--- config.mk ---
export PLATFORM = sky130hd
export DESIGN_NAME = first_fit_chunk_allocator_unit_flat
export DESIGN_NICKNAME = d
export VERILOG_FILES = /design/src/hdl/ffca_pkg.sv /design/src/hdl/ffca_if.sv /design/src/hdl/first_fit_chunk_allocator_unit.sv /design/src/hdl/ffca_div.sv /design/src/hdl/ffca_cell.sv /design/src/flat_wrapper.sv
export SDC_FILE = /design/constraint.sdc
export NUM_CORES = 2
export LEC_CHECK = 0
export BUFFER_PORTS_ARGS = -buffer_cell sky130_fd_sc_hd__buf_4
export CORE_MARGIN = 4
export CORE_UTILIZATION = 65
export DETAILED_ROUTE_END_ITERATION = 10
export HOLD_SLACK_MARGIN = 0.12
export PLACE_DENSITY_LB_ADDON = 0.15
export SYNTH_ARGS = -nofsm -noshare
export SYNTH_HDL_FRONTEND = slang
export SYNTH_SLANG_ARGS = --single-unit
--- constraint.sdc ---
create_clock -name clk_i -period 18.9 [get_ports clk_i]
set_input_delay 0.945 -clock clk_i [delete_from_list [all_inputs] [get_ports clk_i]]
set_output_delay 0.945 -clock clk_i [all_outputs]
set_load 0.005 [all_outputs]
--- src/hdl/ffca_pkg.sv ---
// Package for the first-fit chunk allocator.
// Holds the controller state type, the command codes and the fixed field widths.
// No dependencies; every other file of the block imports it.
`timescale 1ns / 1ps
`default_nettype none

package ffca_pkg;

  // Command codes carried in the cmd field of a request beat.
  localparam logic CMD_ALLOC = 1'b0;
  localparam logic CMD_FREE  = 1'b1;

  // Fixed field widths.
  localparam int unsigned BYTES_W = 24;
  localparam int unsigned CHUNK_W = 17;
  localparam int unsigned FIDX_W  = 6;
  localparam int unsigned SIDX_W  = 6;

  // Configuration port.
  localparam int unsigned APB_ADDR_W = 3;
  localparam int unsigned APB_DATA_W = 32;
  localparam logic        REG_CHUNK_BYTES = 1'b0;  // register select, paddr[2]
  localparam logic [CHUNK_W-1:0] CHUNK_BYTES_RST = 17'd64;

  // Divider: numerator is bytes + chunk - 1, one quotient bit per cycle.
  localparam int unsigned DIV_NUM_W = 25;
  localparam int unsigned DIV_CNT_W = 5;
  localparam logic [DIV_CNT_W-1:0] DIV_LAST = 5'd24;

  // Controller states.
  typedef enum logic [1:0] {
    ST_IDLE,
    ST_DIV,
    ST_SCAN,
    ST_DONE
  } ffca_state_e;

endpackage : ffca_pkg

`default_nettype wire

--- src/hdl/ffca_if.sv ---
// Valid/ready channel interfaces of the chunk allocator: request and response.
// Depend on ffca_pkg for the field widths.
`timescale 1ns / 1ps
`default_nettype none

interface ffca_req_if;
  import ffca_pkg::*;
  logic                valid;
  logic                ready;
  logic                cmd;
  logic [BYTES_W-1:0]  req_bytes;
  logic [FIDX_W-1:0]   free_index;

  modport source (output valid, cmd, req_bytes, free_index, input ready);
  modport sink   (input valid, cmd, req_bytes, free_index, output ready);
endinterface : ffca_req_if

interface ffca_rsp_if;
  import ffca_pkg::*;
  logic                valid;
  logic                ready;
  logic                ok;
  logic [SIDX_W-1:0]   start_index;

  modport source (output valid, ok, start_index, input ready);
  modport sink   (input valid, ok, start_index, output ready);
endinterface : ffca_rsp_if

`default_nettype wire

--- src/hdl/first_fit_chunk_allocator_unit.sv ---
// Top level of the first-fit chunk allocator: controller, divider and cell row.
// Depends on ffca_pkg, ffca_if, ffca_div and ffca_cell.
//
//   Channel   Dir  Handshake             Beat contents
//   req_i     in   valid/ready           cmd, req_bytes, free_index
//   rsp_o     out  valid/ready           ok, start_index
//   APB       in   psel/penable/pwrite   chunk_bytes at byte address 0
//
// A free or an oversize allocate runs only the 25 divider steps for the chunk count before
// its result is decided; an allocate that scans then also sends the scan token along
// the row, one cell per cycle. The controller then loads the result and returns to idle
// to take the next beat.
// Reset clears all used flags at once and sets chunk_bytes to 64.
// A new request is taken as soon as the previous result sits in the output
// register; a stalled response blocks only the hand-over of the next result.
`timescale 1ns / 1ps
`default_nettype none

module first_fit_chunk_allocator_unit import ffca_pkg::*; #(
  parameter int unsigned NUM_CHUNKS = 64
) (
  input  wire logic                  clk_i,
  input  wire logic                  rst_ni,
  ffca_req_if.sink                   req_i,
  ffca_rsp_if.source                 rsp_o,
  input  wire logic                  psel,
  input  wire logic                  penable,
  input  wire logic                  pwrite,
  input  wire logic [APB_ADDR_W-1:0] paddr,
  input  wire logic [APB_DATA_W-1:0] pwdata,
  output logic [APB_DATA_W-1:0]      prdata,
  output logic                       pready
);

  localparam int unsigned IDX_W = (NUM_CHUNKS > 1) ? $clog2(NUM_CHUNKS) : 1;
  localparam int unsigned CNT_W = $clog2(NUM_CHUNKS + 1);
  localparam int unsigned RNG_W = (CNT_W > 7) ? CNT_W : 7;
  localparam logic [DIV_NUM_W-1:0]   POOL_Q   = DIV_NUM_W'(NUM_CHUNKS);
  localparam logic [DIV_NUM_W:0]     POOL_SUM = (DIV_NUM_W + 1)'(NUM_CHUNKS);
  localparam logic [RNG_W-1:0]       POOL_RNG = RNG_W'(NUM_CHUNKS);

  // ---------------------------------------------------------------------------
  // Configuration register.
  logic [CHUNK_W-1:0] chunk_bytes_q;
  logic               cfg_wr;

  assign cfg_wr = psel && penable && pwrite && (paddr[2] == REG_CHUNK_BYTES);
  assign pready = 1'b1;
  assign prdata = APB_DATA_W'(chunk_bytes_q);

  always_ff @(posedge clk_i or negedge rst_ni) begin
    if (!rst_ni) begin
      chunk_bytes_q <= CHUNK_BYTES_RST;
    end else if (cfg_wr) begin
      chunk_bytes_q <= pwdata[CHUNK_W-1:0];
    end
  end

  // ---------------------------------------------------------------------------
  // Divider for the chunk count; a zero chunk size counts as one byte.
  logic [CHUNK_W-1:0]   chunk_eff;
  logic [DIV_NUM_W-1:0] div_num;
  logic                 div_start;
  logic                 div_done;
  logic [DIV_NUM_W-1:0] quot;

  assign chunk_eff = (chunk_bytes_q == '0) ? CHUNK_W'(1) : chunk_bytes_q;
  assign div_num   = DIV_NUM_W'(req_i.req_bytes) + DIV_NUM_W'(chunk_eff) - DIV_NUM_W'(1);

  ffca_div u_div (
    .clk_i   (clk_i),
    .rst_ni  (rst_ni),
    .start_i (div_start),
    .num_i   (div_num),
    .den_i   (chunk_eff),
    .done_o  (div_done),
    .quot_o  (quot)
  );

  // ---------------------------------------------------------------------------
  // Controller state and output register.
  ffca_state_e state_q, state_d;

  logic              out_vld_q;
  logic              out_ok_q;
  logic [SIDX_W-1:0] out_idx_q;

  logic              cmd_q;
  logic [FIDX_W-1:0] fidx_q;
  logic [CNT_W-1:0]  need_q;
  logic              pend_ok_q;
  logic [SIDX_W-1:0] pend_idx_q;
  logic              mark_pend_q;
  logic              mark_val_q;
  logic [RNG_W-1:0]  mark_lo_q;
  logic [RNG_W-1:0]  mark_hi_q;

  logic              req_rdy;
  logic              launch;
  logic              load_out;
  logic              too_big;
  logic [CNT_W-1:0]  need_alloc;
  logic [DIV_NUM_W:0] free_end;
  logic [RNG_W-1:0]  free_hi;

  // Token chain between cells; entry 0 is the launch point.
  logic             tok_vld   [NUM_CHUNKS+1];
  logic             tok_fnd   [NUM_CHUNKS+1];
  logic [CNT_W-1:0] tok_run   [NUM_CHUNKS+1];
  logic [IDX_W-1:0] tok_start [NUM_CHUNKS+1];

  logic             tail_vld;
  logic             tail_fnd;
  logic [IDX_W-1:0] tail_start;

  assign tail_vld   = tok_vld[NUM_CHUNKS];
  assign tail_fnd   = tok_fnd[NUM_CHUNKS];
  assign tail_start = tok_start[NUM_CHUNKS];

  // Request sizing from the quotient.
  assign too_big    = quot > POOL_Q;
  assign need_alloc = (quot == '0) ? CNT_W'(1) : CNT_W'(quot);
  assign free_end   = (DIV_NUM_W + 1)'(fidx_q) + (DIV_NUM_W + 1)'(quot);
  assign free_hi    = (free_end > POOL_SUM) ? POOL_RNG : RNG_W'(free_end);

  // Next state.
  always_comb begin
    state_d = state_q;
    unique case (state_q)
      ST_IDLE: begin
        if (req_i.valid) begin
          state_d = ST_DIV;
        end
      end
      ST_DIV: begin
        if (div_done) begin
          if (cmd_q == CMD_FREE || too_big) begin
            state_d = ST_DONE;
          end else begin
            state_d = ST_SCAN;
          end
        end
      end
      ST_SCAN: begin
        if (tail_vld) begin
          state_d = ST_DONE;
        end
      end
      ST_DONE: begin
        if (!out_vld_q || rsp_o.ready) begin
          state_d = ST_IDLE;
        end
      end
      default: state_d = ST_IDLE;
    endcase
  end

  // Controller outputs.
  always_comb begin
    req_rdy  = 1'b0;
    launch   = 1'b0;
    load_out = 1'b0;
    unique case (state_q)
      ST_IDLE: req_rdy  = 1'b1;
      ST_DIV:  launch   = div_done && (cmd_q == CMD_ALLOC) && !too_big;
      ST_SCAN: ;
      ST_DONE: load_out = !out_vld_q || rsp_o.ready;
      default: ;
    endcase
  end

  assign div_start   = req_rdy && req_i.valid;
  assign req_i.ready = req_rdy;

  // Control registers.
  always_ff @(posedge clk_i or negedge rst_ni) begin
    if (!rst_ni) begin
      state_q   <= ST_IDLE;
      out_vld_q <= 1'b0;
    end else begin
      state_q <= state_d;
      if (load_out) begin
        out_vld_q <= 1'b1;
      end else if (rsp_o.ready) begin
        out_vld_q <= 1'b0;
      end
    end
  end

  // Item, pending result and range-update registers.
  always_ff @(posedge clk_i) begin
    if (div_start) begin
      cmd_q  <= req_i.cmd;
      fidx_q <= req_i.free_index;
    end
    if (state_q == ST_DIV && div_done) begin
      if (cmd_q == CMD_FREE) begin
        pend_ok_q   <= 1'b1;
        pend_idx_q  <= SIDX_W'(fidx_q);
        mark_pend_q <= 1'b1;
        mark_val_q  <= 1'b0;
        mark_lo_q   <= RNG_W'(fidx_q);
        mark_hi_q   <= free_hi;
      end else begin
        pend_ok_q   <= 1'b0;
        pend_idx_q  <= '0;
        mark_pend_q <= 1'b0;
        need_q      <= need_alloc;
      end
    end
    if (state_q == ST_SCAN && tail_vld) begin
      pend_ok_q   <= tail_fnd;
      pend_idx_q  <= tail_fnd ? SIDX_W'(tail_start) : '0;
      mark_pend_q <= tail_fnd;
      mark_val_q  <= 1'b1;
      mark_lo_q   <= RNG_W'(tail_start);
      mark_hi_q   <= RNG_W'(tail_start) + RNG_W'(need_q);
    end
    if (load_out) begin
      out_ok_q  <= pend_ok_q;
      out_idx_q <= pend_idx_q;
    end
  end

  assign rsp_o.valid       = out_vld_q;
  assign rsp_o.ok          = out_ok_q;
  assign rsp_o.start_index = out_idx_q;

  // ---------------------------------------------------------------------------
  // Row of chunk cells; the flags change together with the result hand-over.
  logic             mark_en;
  logic [CNT_W-1:0] need_row;
  assign mark_en = load_out && mark_pend_q;

  // The first cell sees the token in the cycle the run length is still being
  // registered, so it takes the length straight from the quotient.
  assign need_row = launch ? need_alloc : need_q;

  assign tok_vld[0]   = launch;
  assign tok_fnd[0]   = 1'b0;
  assign tok_run[0]   = '0;
  assign tok_start[0] = '0;

  for (genvar gi = 0; gi < NUM_CHUNKS; gi++) begin : g_cell
    ffca_cell #(
      .INDEX (gi),
      .IDX_W (IDX_W),
      .CNT_W (CNT_W),
      .RNG_W (RNG_W)
    ) u_cell (
      .clk_i       (clk_i),
      .rst_ni      (rst_ni),
      .tok_vld_i   (tok_vld[gi]),
      .tok_fnd_i   (tok_fnd[gi]),
      .tok_run_i   (tok_run[gi]),
      .tok_start_i (tok_start[gi]),
      .need_i      (need_row),
      .mark_en_i   (mark_en),
      .mark_val_i  (mark_val_q),
      .mark_lo_i   (mark_lo_q),
      .mark_hi_i   (mark_hi_q),
      .tok_vld_o   (tok_vld[gi+1]),
      .tok_fnd_o   (tok_fnd[gi+1]),
      .tok_run_o   (tok_run[gi+1]),
      .tok_start_o (tok_start[gi+1])
    );
  end

endmodule : first_fit_chunk_allocator_unit

`default_nettype wire

--- src/hdl/ffca_div.sv ---
// Restoring divider that turns a byte count into a chunk count, one bit per cycle.
// Depends on ffca_pkg for the operand widths and the iteration count.
`timescale 1ns / 1ps
`default_nettype none

module ffca_div import ffca_pkg::*; (
  input  wire logic                 clk_i,
  input  wire logic                 rst_ni,
  input  wire logic                 start_i,
  input  wire logic [DIV_NUM_W-1:0] num_i,
  input  wire logic [CHUNK_W-1:0]   den_i,
  output logic                      done_o,
  output logic [DIV_NUM_W-1:0]      quot_o
);

  logic                 busy_q;
  logic                 done_q;
  logic [DIV_CNT_W-1:0] cnt_q;
  logic [DIV_NUM_W-1:0] num_q;
  logic [CHUNK_W-1:0]   rem_q;
  logic [CHUNK_W-1:0]   den_q;

  logic [CHUNK_W:0]     shift_rem;
  logic                 fits;
  logic [CHUNK_W-1:0]   rem_d;

  // One restoring step: bring in the next numerator bit and try the subtract.
  always_comb begin
    shift_rem = {rem_q, num_q[DIV_NUM_W-1]};
    fits      = shift_rem >= {1'b0, den_q};
    if (fits) begin
      rem_d = CHUNK_W'(shift_rem - {1'b0, den_q});
    end else begin
      rem_d = CHUNK_W'(shift_rem);
    end
  end

  // Control: busy flag, step counter and the done pulse.
  always_ff @(posedge clk_i or negedge rst_ni) begin
    if (!rst_ni) begin
      busy_q <= 1'b0;
      done_q <= 1'b0;
      cnt_q  <= '0;
    end else begin
      done_q <= busy_q && (cnt_q == DIV_LAST);
      if (start_i) begin
        busy_q <= 1'b1;
        cnt_q  <= '0;
      end else if (busy_q) begin
        cnt_q <= cnt_q + DIV_CNT_W'(1);
        if (cnt_q == DIV_LAST) begin
          busy_q <= 1'b0;
        end
      end
    end
  end

  // Datapath: the numerator register fills with quotient bits from the right.
  always_ff @(posedge clk_i) begin
    if (start_i) begin
      num_q <= num_i;
      rem_q <= '0;
      den_q <= den_i;
    end else if (busy_q) begin
      num_q <= {num_q[DIV_NUM_W-2:0], fits};
      rem_q <= rem_d;
    end
  end

  assign done_o = done_q;
  assign quot_o = num_q;

endmodule : ffca_div

`default_nettype wire

--- src/hdl/ffca_cell.sv ---
// One chunk cell: holds the used flag of its chunk and one stage of the scan token.
// Depends on ffca_pkg only for the house style; widths come from the parameters.
`timescale 1ns / 1ps
`default_nettype none

module ffca_cell import ffca_pkg::*; #(
  parameter int unsigned INDEX = 0,
  parameter int unsigned IDX_W = 6,
  parameter int unsigned CNT_W = 7,
  parameter int unsigned RNG_W = 7
) (
  input  wire logic             clk_i,
  input  wire logic             rst_ni,
  // Scan token from the left neighbor.
  input  wire logic             tok_vld_i,
  input  wire logic             tok_fnd_i,
  input  wire logic [CNT_W-1:0] tok_run_i,
  input  wire logic [IDX_W-1:0] tok_start_i,
  // Run length the scan is looking for.
  input  wire logic [CNT_W-1:0] need_i,
  // Range update broadcast: set or clear the flags in [lo, hi).
  input  wire logic             mark_en_i,
  input  wire logic             mark_val_i,
  input  wire logic [RNG_W-1:0] mark_lo_i,
  input  wire logic [RNG_W-1:0] mark_hi_i,
  // Scan token to the right neighbor.
  output logic                  tok_vld_o,
  output logic                  tok_fnd_o,
  output logic [CNT_W-1:0]      tok_run_o,
  output logic [IDX_W-1:0]      tok_start_o
);

  localparam logic [RNG_W-1:0] MY_IDX    = RNG_W'(INDEX);
  localparam logic [IDX_W-1:0] NEXT_IDX  = IDX_W'(INDEX + 1);

  logic             used_q;
  logic             vld_q;
  logic             fnd_q, fnd_d;
  logic [CNT_W-1:0] run_q, run_d;
  logic [IDX_W-1:0] start_q, start_d;
  logic             in_range;

  // Extend or restart the free run and check it against the request.
  always_comb begin
    if (tok_fnd_i) begin
      fnd_d   = 1'b1;
      run_d   = tok_run_i;
      start_d = tok_start_i;
    end else begin
      if (!used_q) begin
        run_d   = tok_run_i + CNT_W'(1);
        start_d = tok_start_i;
      end else begin
        run_d   = '0;
        start_d = NEXT_IDX;
      end
      fnd_d = run_d >= need_i;
    end
  end

  assign in_range = (MY_IDX >= mark_lo_i) && (MY_IDX < mark_hi_i);

  // Used flag and token valid.
  always_ff @(posedge clk_i or negedge rst_ni) begin
    if (!rst_ni) begin
      used_q <= 1'b0;
      vld_q  <= 1'b0;
    end else begin
      vld_q <= tok_vld_i;
      if (mark_en_i && in_range) begin
        used_q <= mark_val_i;
      end
    end
  end

  // Token payload stage.
  always_ff @(posedge clk_i) begin
    if (tok_vld_i) begin
      fnd_q   <= fnd_d;
      run_q   <= run_d;
      start_q <= start_d;
    end
  end

  assign tok_vld_o   = vld_q;
  assign tok_fnd_o   = fnd_q;
  assign tok_run_o   = run_q;
  assign tok_start_o = start_q;

endmodule : ffca_cell

`default_nettype wire

--- src/flat_wrapper.sv ---
// flat-port wrapper written by rule: the top's interface ports become plain ports
module first_fit_chunk_allocator_unit_flat import ffca_pkg::*;
#(
  parameter int unsigned NUM_CHUNKS = 64
)
  (clk_i, rst_ni, psel, penable, pwrite, paddr, pwdata, prdata, pready, req_i_valid, req_i_cmd, req_i_req_bytes, req_i_free_index, req_i_ready, rsp_o_valid, rsp_o_ok, rsp_o_start_index, rsp_o_ready);
  ffca_req_if req_i_i ();
  ffca_rsp_if rsp_o_i ();
  input  wire logic clk_i;
  input  wire logic rst_ni;
  input  wire logic psel;
  input  wire logic penable;
  input  wire logic pwrite;
  input  wire logic [APB_ADDR_W-1:0] paddr;
  input  wire logic [APB_DATA_W-1:0] pwdata;
  output logic [APB_DATA_W-1:0] prdata;
  output logic pready;
  input wire logic [$bits(req_i_i.valid)-1:0] req_i_valid;
  input wire logic [$bits(req_i_i.cmd)-1:0] req_i_cmd;
  input wire logic [$bits(req_i_i.req_bytes)-1:0] req_i_req_bytes;
  input wire logic [$bits(req_i_i.free_index)-1:0] req_i_free_index;
  output wire logic [$bits(req_i_i.ready)-1:0] req_i_ready;
  output wire logic [$bits(rsp_o_i.valid)-1:0] rsp_o_valid;
  output wire logic [$bits(rsp_o_i.ok)-1:0] rsp_o_ok;
  output wire logic [$bits(rsp_o_i.start_index)-1:0] rsp_o_start_index;
  input wire logic [$bits(rsp_o_i.ready)-1:0] rsp_o_ready;
  assign req_i_i.valid = req_i_valid;
  assign req_i_i.cmd = req_i_cmd;
  assign req_i_i.req_bytes = req_i_req_bytes;
  assign req_i_i.free_index = req_i_free_index;
  assign req_i_ready = req_i_i.ready;
  assign rsp_o_valid = rsp_o_i.valid;
  assign rsp_o_ok = rsp_o_i.ok;
  assign rsp_o_start_index = rsp_o_i.start_index;
  assign rsp_o_i.ready = rsp_o_ready;
  first_fit_chunk_allocator_unit #(.NUM_CHUNKS(NUM_CHUNKS)) u_core (.clk_i(clk_i), .rst_ni(rst_ni), .req_i(req_i_i), .rsp_o(rsp_o_i), .psel(psel), .penable(penable), .pwrite(pwrite), .paddr(paddr), .pwdata(pwdata), .prdata(prdata), .pready(pready));
endmodule
* Word level (Yosys, flattened, before mapping)
Index checks and enable logic that the tools add are counted.
** Word-level totals
- Register bits :: 1145
- Input bits :: 73
- Output and inout bits :: 42
** Operators by class
- Add/sub/neg operators :: 69
- Order comparisons :: 195
- Eq/ne operators :: 8
- Multiplexer cells :: 352
- Bitwise operators :: 2
- Reductions and logical operators :: 153
** Operators by type and width (number)
- two-way mux 7 bit :: 194
- two-way mux 6 bit :: 133
- >= comparator 7 bit :: 64
- adder 7 x 1 -> 7 bit, second input constant :: 63
- < comparator 6 x 7 -> 1 bit, first input constant :: 32
- >= comparator 6 bit, first input constant :: 32
- logical AND 1 bit :: 138
- < comparator 5 x 7 -> 1 bit, first input constant :: 16
- >= comparator 5 x 6 -> 1 bit, first input constant :: 16
- < comparator 4 x 7 -> 1 bit, first input constant :: 8
- two-way mux 25 bit :: 2
- >= comparator 4 x 6 -> 1 bit, first input constant :: 8
- two-way mux 17 bit :: 2
- < comparator 3 x 7 -> 1 bit, first input constant :: 4
- adder 6 x 25 -> 26 bit :: 1
- > comparator 26 x 7 -> 1 bit, second input constant :: 1
- adder 24 x 17 -> 25 bit :: 1
- > comparator 25 x 7 -> 1 bit, second input constant :: 1
- logical NOT 25 bit :: 1
- subtractor 25 x 1 -> 25 bit, second input constant :: 1
- >= comparator 3 x 6 -> 1 bit, first input constant :: 4
- >= comparator 18 x 17 -> 1 bit :: 1
- logical NOT 17 bit :: 1
- subtractor 17 bit :: 1
- other kinds (22) :: 54

* Logic depth before layout (Yosys ltp)
- Depth in word-level cells :: 6
- Gate-level depth with buffers :: 17

* Worst setup path before layout
Ideal clock, no wire load.
- Kind :: register to register
- From :: register u_core.state_q[1]
- To :: register u_core.g_cell[47].u_cell.fnd_q (data pin)
- Arrival time :: 5760 ps
- Setup slack :: 12886 ps
- Cell stages (with the launch flop) :: 14
- Path buffers :: 1
- Clock period less this slack :: 6014 ps
- Cells stage by stage :: dfrtp_1 > inv_1 > ha_1 > nand2_1 > nor2_1 > nand4bb_4 > buf_1 > a21oi_1 > ha_1 > and4_1 > a21boi_0 > maj3_1 > a211oi_1 > a21o_1
** On the way
- Longest elaborated chain between the ends :: 4
** Ends and longest elaborated chain
- start: declaration :: line first_fit_chunk_allocator_unit.sv:82 : ffca_state_e state_q, state_d;
- start signal: assignment :: line first_fit_chunk_allocator_unit.sv:181 : state_q <= state_d;
- equality test 2 x 1 -> 1 bit :: line first_fit_chunk_allocator_unit.sv:163 : unique case (state_q)
- two-way mux 1 bit :: line first_fit_chunk_allocator_unit.sv:163
- two-way mux 7 bit :: line first_fit_chunk_allocator_unit.sv:237 : assign need_row = launch ? need_alloc : need_q;
- >= comparator 7 bit :: line ffca_cell.sv:57 : fnd_d = run_d >= need_i;
- end signal: assignment :: line ffca_cell.sv:79 : fnd_q <= fnd_d;
- end: declaration :: line ffca_cell.sv:38 : logic fnd_q, fnd_d;
Every way passes these cells.
A chain may end at the register's enable or synchronous reset.

* Final worst setup path
- From :: register u_core.state_q[1]
- To :: register u_core.g_cell[7].u_cell.fnd_q (data pin)
** On the way
- Longest elaborated chain between the ends :: 4
** Ends and longest elaborated chain (line)
- equality test 2 x 1 -> 1 bit :: first_fit_chunk_allocator_unit.sv:163
- two-way mux 1 bit :: first_fit_chunk_allocator_unit.sv:163
- two-way mux 7 bit :: first_fit_chunk_allocator_unit.sv:237
- >= comparator 7 bit :: ffca_cell.sv:57
- end signal: assignment :: ffca_cell.sv:79
- end: declaration :: ffca_cell.sv:38
Every way passes these cells.

==> flow_metrics.py <==
metrics = {
    "run_status": {
        "outcome": "finished, final reports clean",
    },
    "synthesis": {
        "synthAdderAreaFrac_pct": 10.0,
        "yosys_warnings": 0,
        "synth.area.top_cells": "edfxtp_1 44%, ha_1 9.1%, dfrtp_1 6.3%",
        "syn_area_per_cell_um2": 10.6,
        "ys_seq_area_share_pct": 50.7,
        "synth_edf_count": 894,
        "synth_top_family_by_area": "simple AND/OR/NAND/NOR gates",
        "ys_ff_latch": 1067,
        "synth_top_cell_by_area": "edfxtp_1",
        "yosys.area_share.simple_pct": 17.1,
        "muxShareOfSynthArea_pct": 2.75,
        "synthesis.instances": 5758,
        "syn_area_mm2": 0.0613,
        "synth_most_common_cell": "edfxtp_1",
        "yosys_most_used_dff": "edfxtp_1",
        "ys_types": 89,
        "async_flop_share_pct": 14.5,
        "synth_compound_area_share_pct": 11.5,
        "yosysTopAreaCellShare_pct": 43.8,
        "synth-xor-area-share_pct": 5.10,
        "synthTopCellsByCount": "894 x edfxtp_1, 624 x nand2_1, 477 x nor2_1, 444 x ha_1, 349 x o21ai_0",
    },
    "layout": {
        "n_fill_cell": 6644,
        "fin_nets": 6226,
        "drive_above_1_share_pct": 8.22,
        "multi_input_area_mm2": 0.0286,
        "utilization_pct": 71.2,
        "areaGrowthSynthToFinish_pct": 8.58,
        "regArea_mm2": 0.0311,
        "final_cells": 7059,
        "fin_area_mm2": 0.0665,
    },
    "clock_tree": {
        "clockBufferDepth": 3,
        "cts_hold_buffers": 0,
        "cts_resized": 0,
        "cts_tree": "built",
        "cts.sinks": 1067,
        "cts_setup_buffers": 0,
        "numCtsBuffers": 111,
        "cts.clk_slew.worst_paths_ns": 0.06,
        "insertion_delay_ns": 0.70,
        "cts_max_level": 3,
        "clock-root-buffer": "clkbuf_16",
    },
    "sta": {
        "rsz0062_at_grt": "no",
        "setup_tns_ns": 0,
        "slew_headroom_pct": 18.8,
        "hold_ws_ns": 0.360,
        "setup_ws_ns": 13.08,
        "finalClockSkew_ns": 0.0234,
        "worst_pin_slew_ns": 1.22,
        "setup_viol": 0,
        "min_period_over_period_pct": 30.8,
        "max_freq_mhz": 172,
        "hold_viol_final": 0,
        "fin_crit_ns": 5.82,
        "drv_slew": 0,
    },
    "global_route": {
        "grt_first_pass_wirelength_um": 214000,
        "busiest_layer": "met2",
        "grt_usage_pct": 26.7,
        "grt.met3_usage_pct": 3.40,
        "grt-ovfl-total": 0,
        "antenna_found_initial": 0,
        "grt_use_met2_pct": 44.7,
        "grt_pass1_vias": 41169,
        "grt_max_degree": 81,
        "grtUsageMet1_pct": 36.8,
    },
    "setup_path": {
        "ff2ff_setup_slack_ns": 13.08,
        "r2r-end": "u_core.g_cell[7].u_cell.tok_fnd_o$_SDFFCE_PP1P_",
        "endpoint_kind": "register",
        "cp_max_fo": 48,
        "worstPathCellList": "inv_1, ha_1, nand2_1, nor2_1, nand4bb_4, mux2i_4, buf_4, clkinv_2, buf_4, maj3_1, maj3_1, a21oi_1, o21ai_1",
        "critPathArrivalTime_ns": 6.25,
        "startpoint_type": "register",
        "crit_slowest_cell": "clkinv_2",
        "r2r-start": "u_core.state_q[1]$_DFFE_PN0P_",
        "criticalPathCategory": "register to register",
        "crit_path_max_incr_delay_ns": 0.95,
        "required_ns": 19.33,
        "worstRegToRegCells": 13,
    },
    "placement": {
        "portBuffers": 81,
        "place_area_mm2": 0.0626,
        "dp_hpwl_um": 90900,
        "dp.cells": 6846,
        "dpl_worst_slack_ns": 13.16,
        "gp_congestion": 0.952,
    },
    "die": {
        "num_rows": 112,
        "core_area_mm2": 0.0935,
        "fp.dieArea_mm2": 0.0993,
        "initial_utilization_pct": 65.6,
        "io_pins": 115,
        "die_h_um": 315,
        "fp.dieW_um": 315,
    },
    "hold_path": {
        "hp-class": "input pin to async pin",
    },
    "pwr": {
        "p_total_mw": 5.84,
        "powerDensity_mw_per_mm2": 87.8,
        "irDropWorstVdd_v": 0.000121,
        "p_leak_nw": 24.7,
    },
    "routing": {
        "vias": 42849,
        "drc": 0,
        "dr.first_iter.drc_count": 3647,
        "ant_nets": 0,
        "vias_per_cell": 6.07,
        "drtPass1Iterations": 6,
        "wl_per_cell_um": 18.9,
        "wl_um": 134000,
    },
    "flow_run": {
        "maxCapViolations": 0,
    },
}
worst max-delay path: cells and delay by family, from the launching register on:
| kind | cells | cell delay (ns) |
|---|---|---|
| flip-flops | 1 | 0.42 |
| adder cells (fa/ha/maj) | 3 | 1.03 |
| AND/OR/NAND/NOR | 3 | 1.20 |
| AO/OA/AOI/OAI | 2 | 0.29 |
| buffers and inverters | 4 | 2.29 |
| multiplexers | 1 | 0.26 |
state kept, by name, summed over array words and instances (netlist names), 2 cells and up:
signal / flops
u_core.mark_hi_q: 7
u_core.rsp_o.start_index: 6
u_core.g_cell.u_cell.tok_run_o: 420
u_core.u_div.rem_q: 17
u_core.state_q: 2
u_core.mark_lo_q: 6
u_core.chunk_bytes_q: 17
u_core.need_q: 7
u_core.u_div.quot_o: 25
u_core.g_cell.u_cell.used_q: 64
u_core.u_div.den_q: 17
u_core.g_cell.u_cell.tok_vld_o: 64
u_core.g_cell.u_cell.tok_fnd_o: 64
u_core.pend_idx_q: 6
u_core.fidx_q: 6
u_core.u_div.cnt_q: 5
u_core.g_cell.u_cell.tok_start_o: 327
cells by family after synthesis:
group                    Yosys count
AO/OA/AOI/OAI                   1109
XOR/XNOR                         357
AND/OR/NAND/NOR                 2151
buffers and inverters            421
adder cells (fa/ha/maj)          497
multiplexers                     154
other                              2
flip-flops                      1067
placed cells by master, fill, tap and decap left out, types with 72 or more instances in the layout:
master	netlist	layout
nand2b_1	339	339
mux2_2	83	83
dfrtp_1	154	154
edfxtp_1	894	894
ha_1	444	444
inv_1	136	136
or2_2	72	72
o31ai_1	248	248
buf_4	19	100
nand3_1	204	204
clkbuf_16	0	113
a21oi_1	174	173
xor2_1	149	149
and2_1	144	144
xnor2_1	208	208
o21ai_0	349	349
nor2_1	477	477
nand2_1	624	623
worst max-delay path by stage:
stage,slack [ns],cells after the start,start,end
CTS,13.14,13,u_core.state_q[1]$_DFFE_PN0P_,u_core.g_cell[7].u_cell.tok_fnd_o$_SDFFCE_PP1P_
finish,13.08,13,u_core.state_q[1]$_DFFE_PN0P_,u_core.g_cell[7].u_cell.tok_fnd_o$_SDFFCE_PP1P_
global route,12.77,13,u_core.state_q[1]$_DFFE_PN0P_,u_core.g_cell[7].u_cell.tok_fnd_o$_SDFFCE_PP1P_
floorplan,12.89,13,u_core.state_q[1]$_DFFE_PN0P_,u_core.g_cell[47].u_cell.tok_fnd_o$_SDFFCE_PP1P_
global placement,13.28,13,u_core.state_q[1]$_DFFE_PN0P_,u_core.g_cell[7].u_cell.tok_fnd_o$_SDFFCE_PP1P_
detailed placement,13.16,13,u_core.state_q[1]$_DFFE_PN0P_,u_core.g_cell[7].u_cell.tok_fnd_o$_SDFFCE_PP1P_
cell type report:
cell class / count / area share [%]
Tap cell: 1254 / 2.36
Timing Repair Buffer: 101 / 1.15
Clock inverter: 69 / 1.34
Inverter: 140 / 0.799
Clock buffer: 143 / 4.64
Antenna cell: 1 / 0.00376
Sequential cell: 1067 / 46.7
Multi-Input combinational cell: 4284 / 43.0
routing by layer:
metal,share of wire (%),routed length (µm)
met1,44,58200
met5,0,0
met4,2.9,3870
met3,5.5,7350
met2,48,64300
where the power goes:
group | internal [mW] | switching (mW)
clock network | 1.41 | 0.935
registers | 2.63 | 0.111
logic | 0.325 | 0.434
Note: power is estimated with default switching activity, not from simulation.
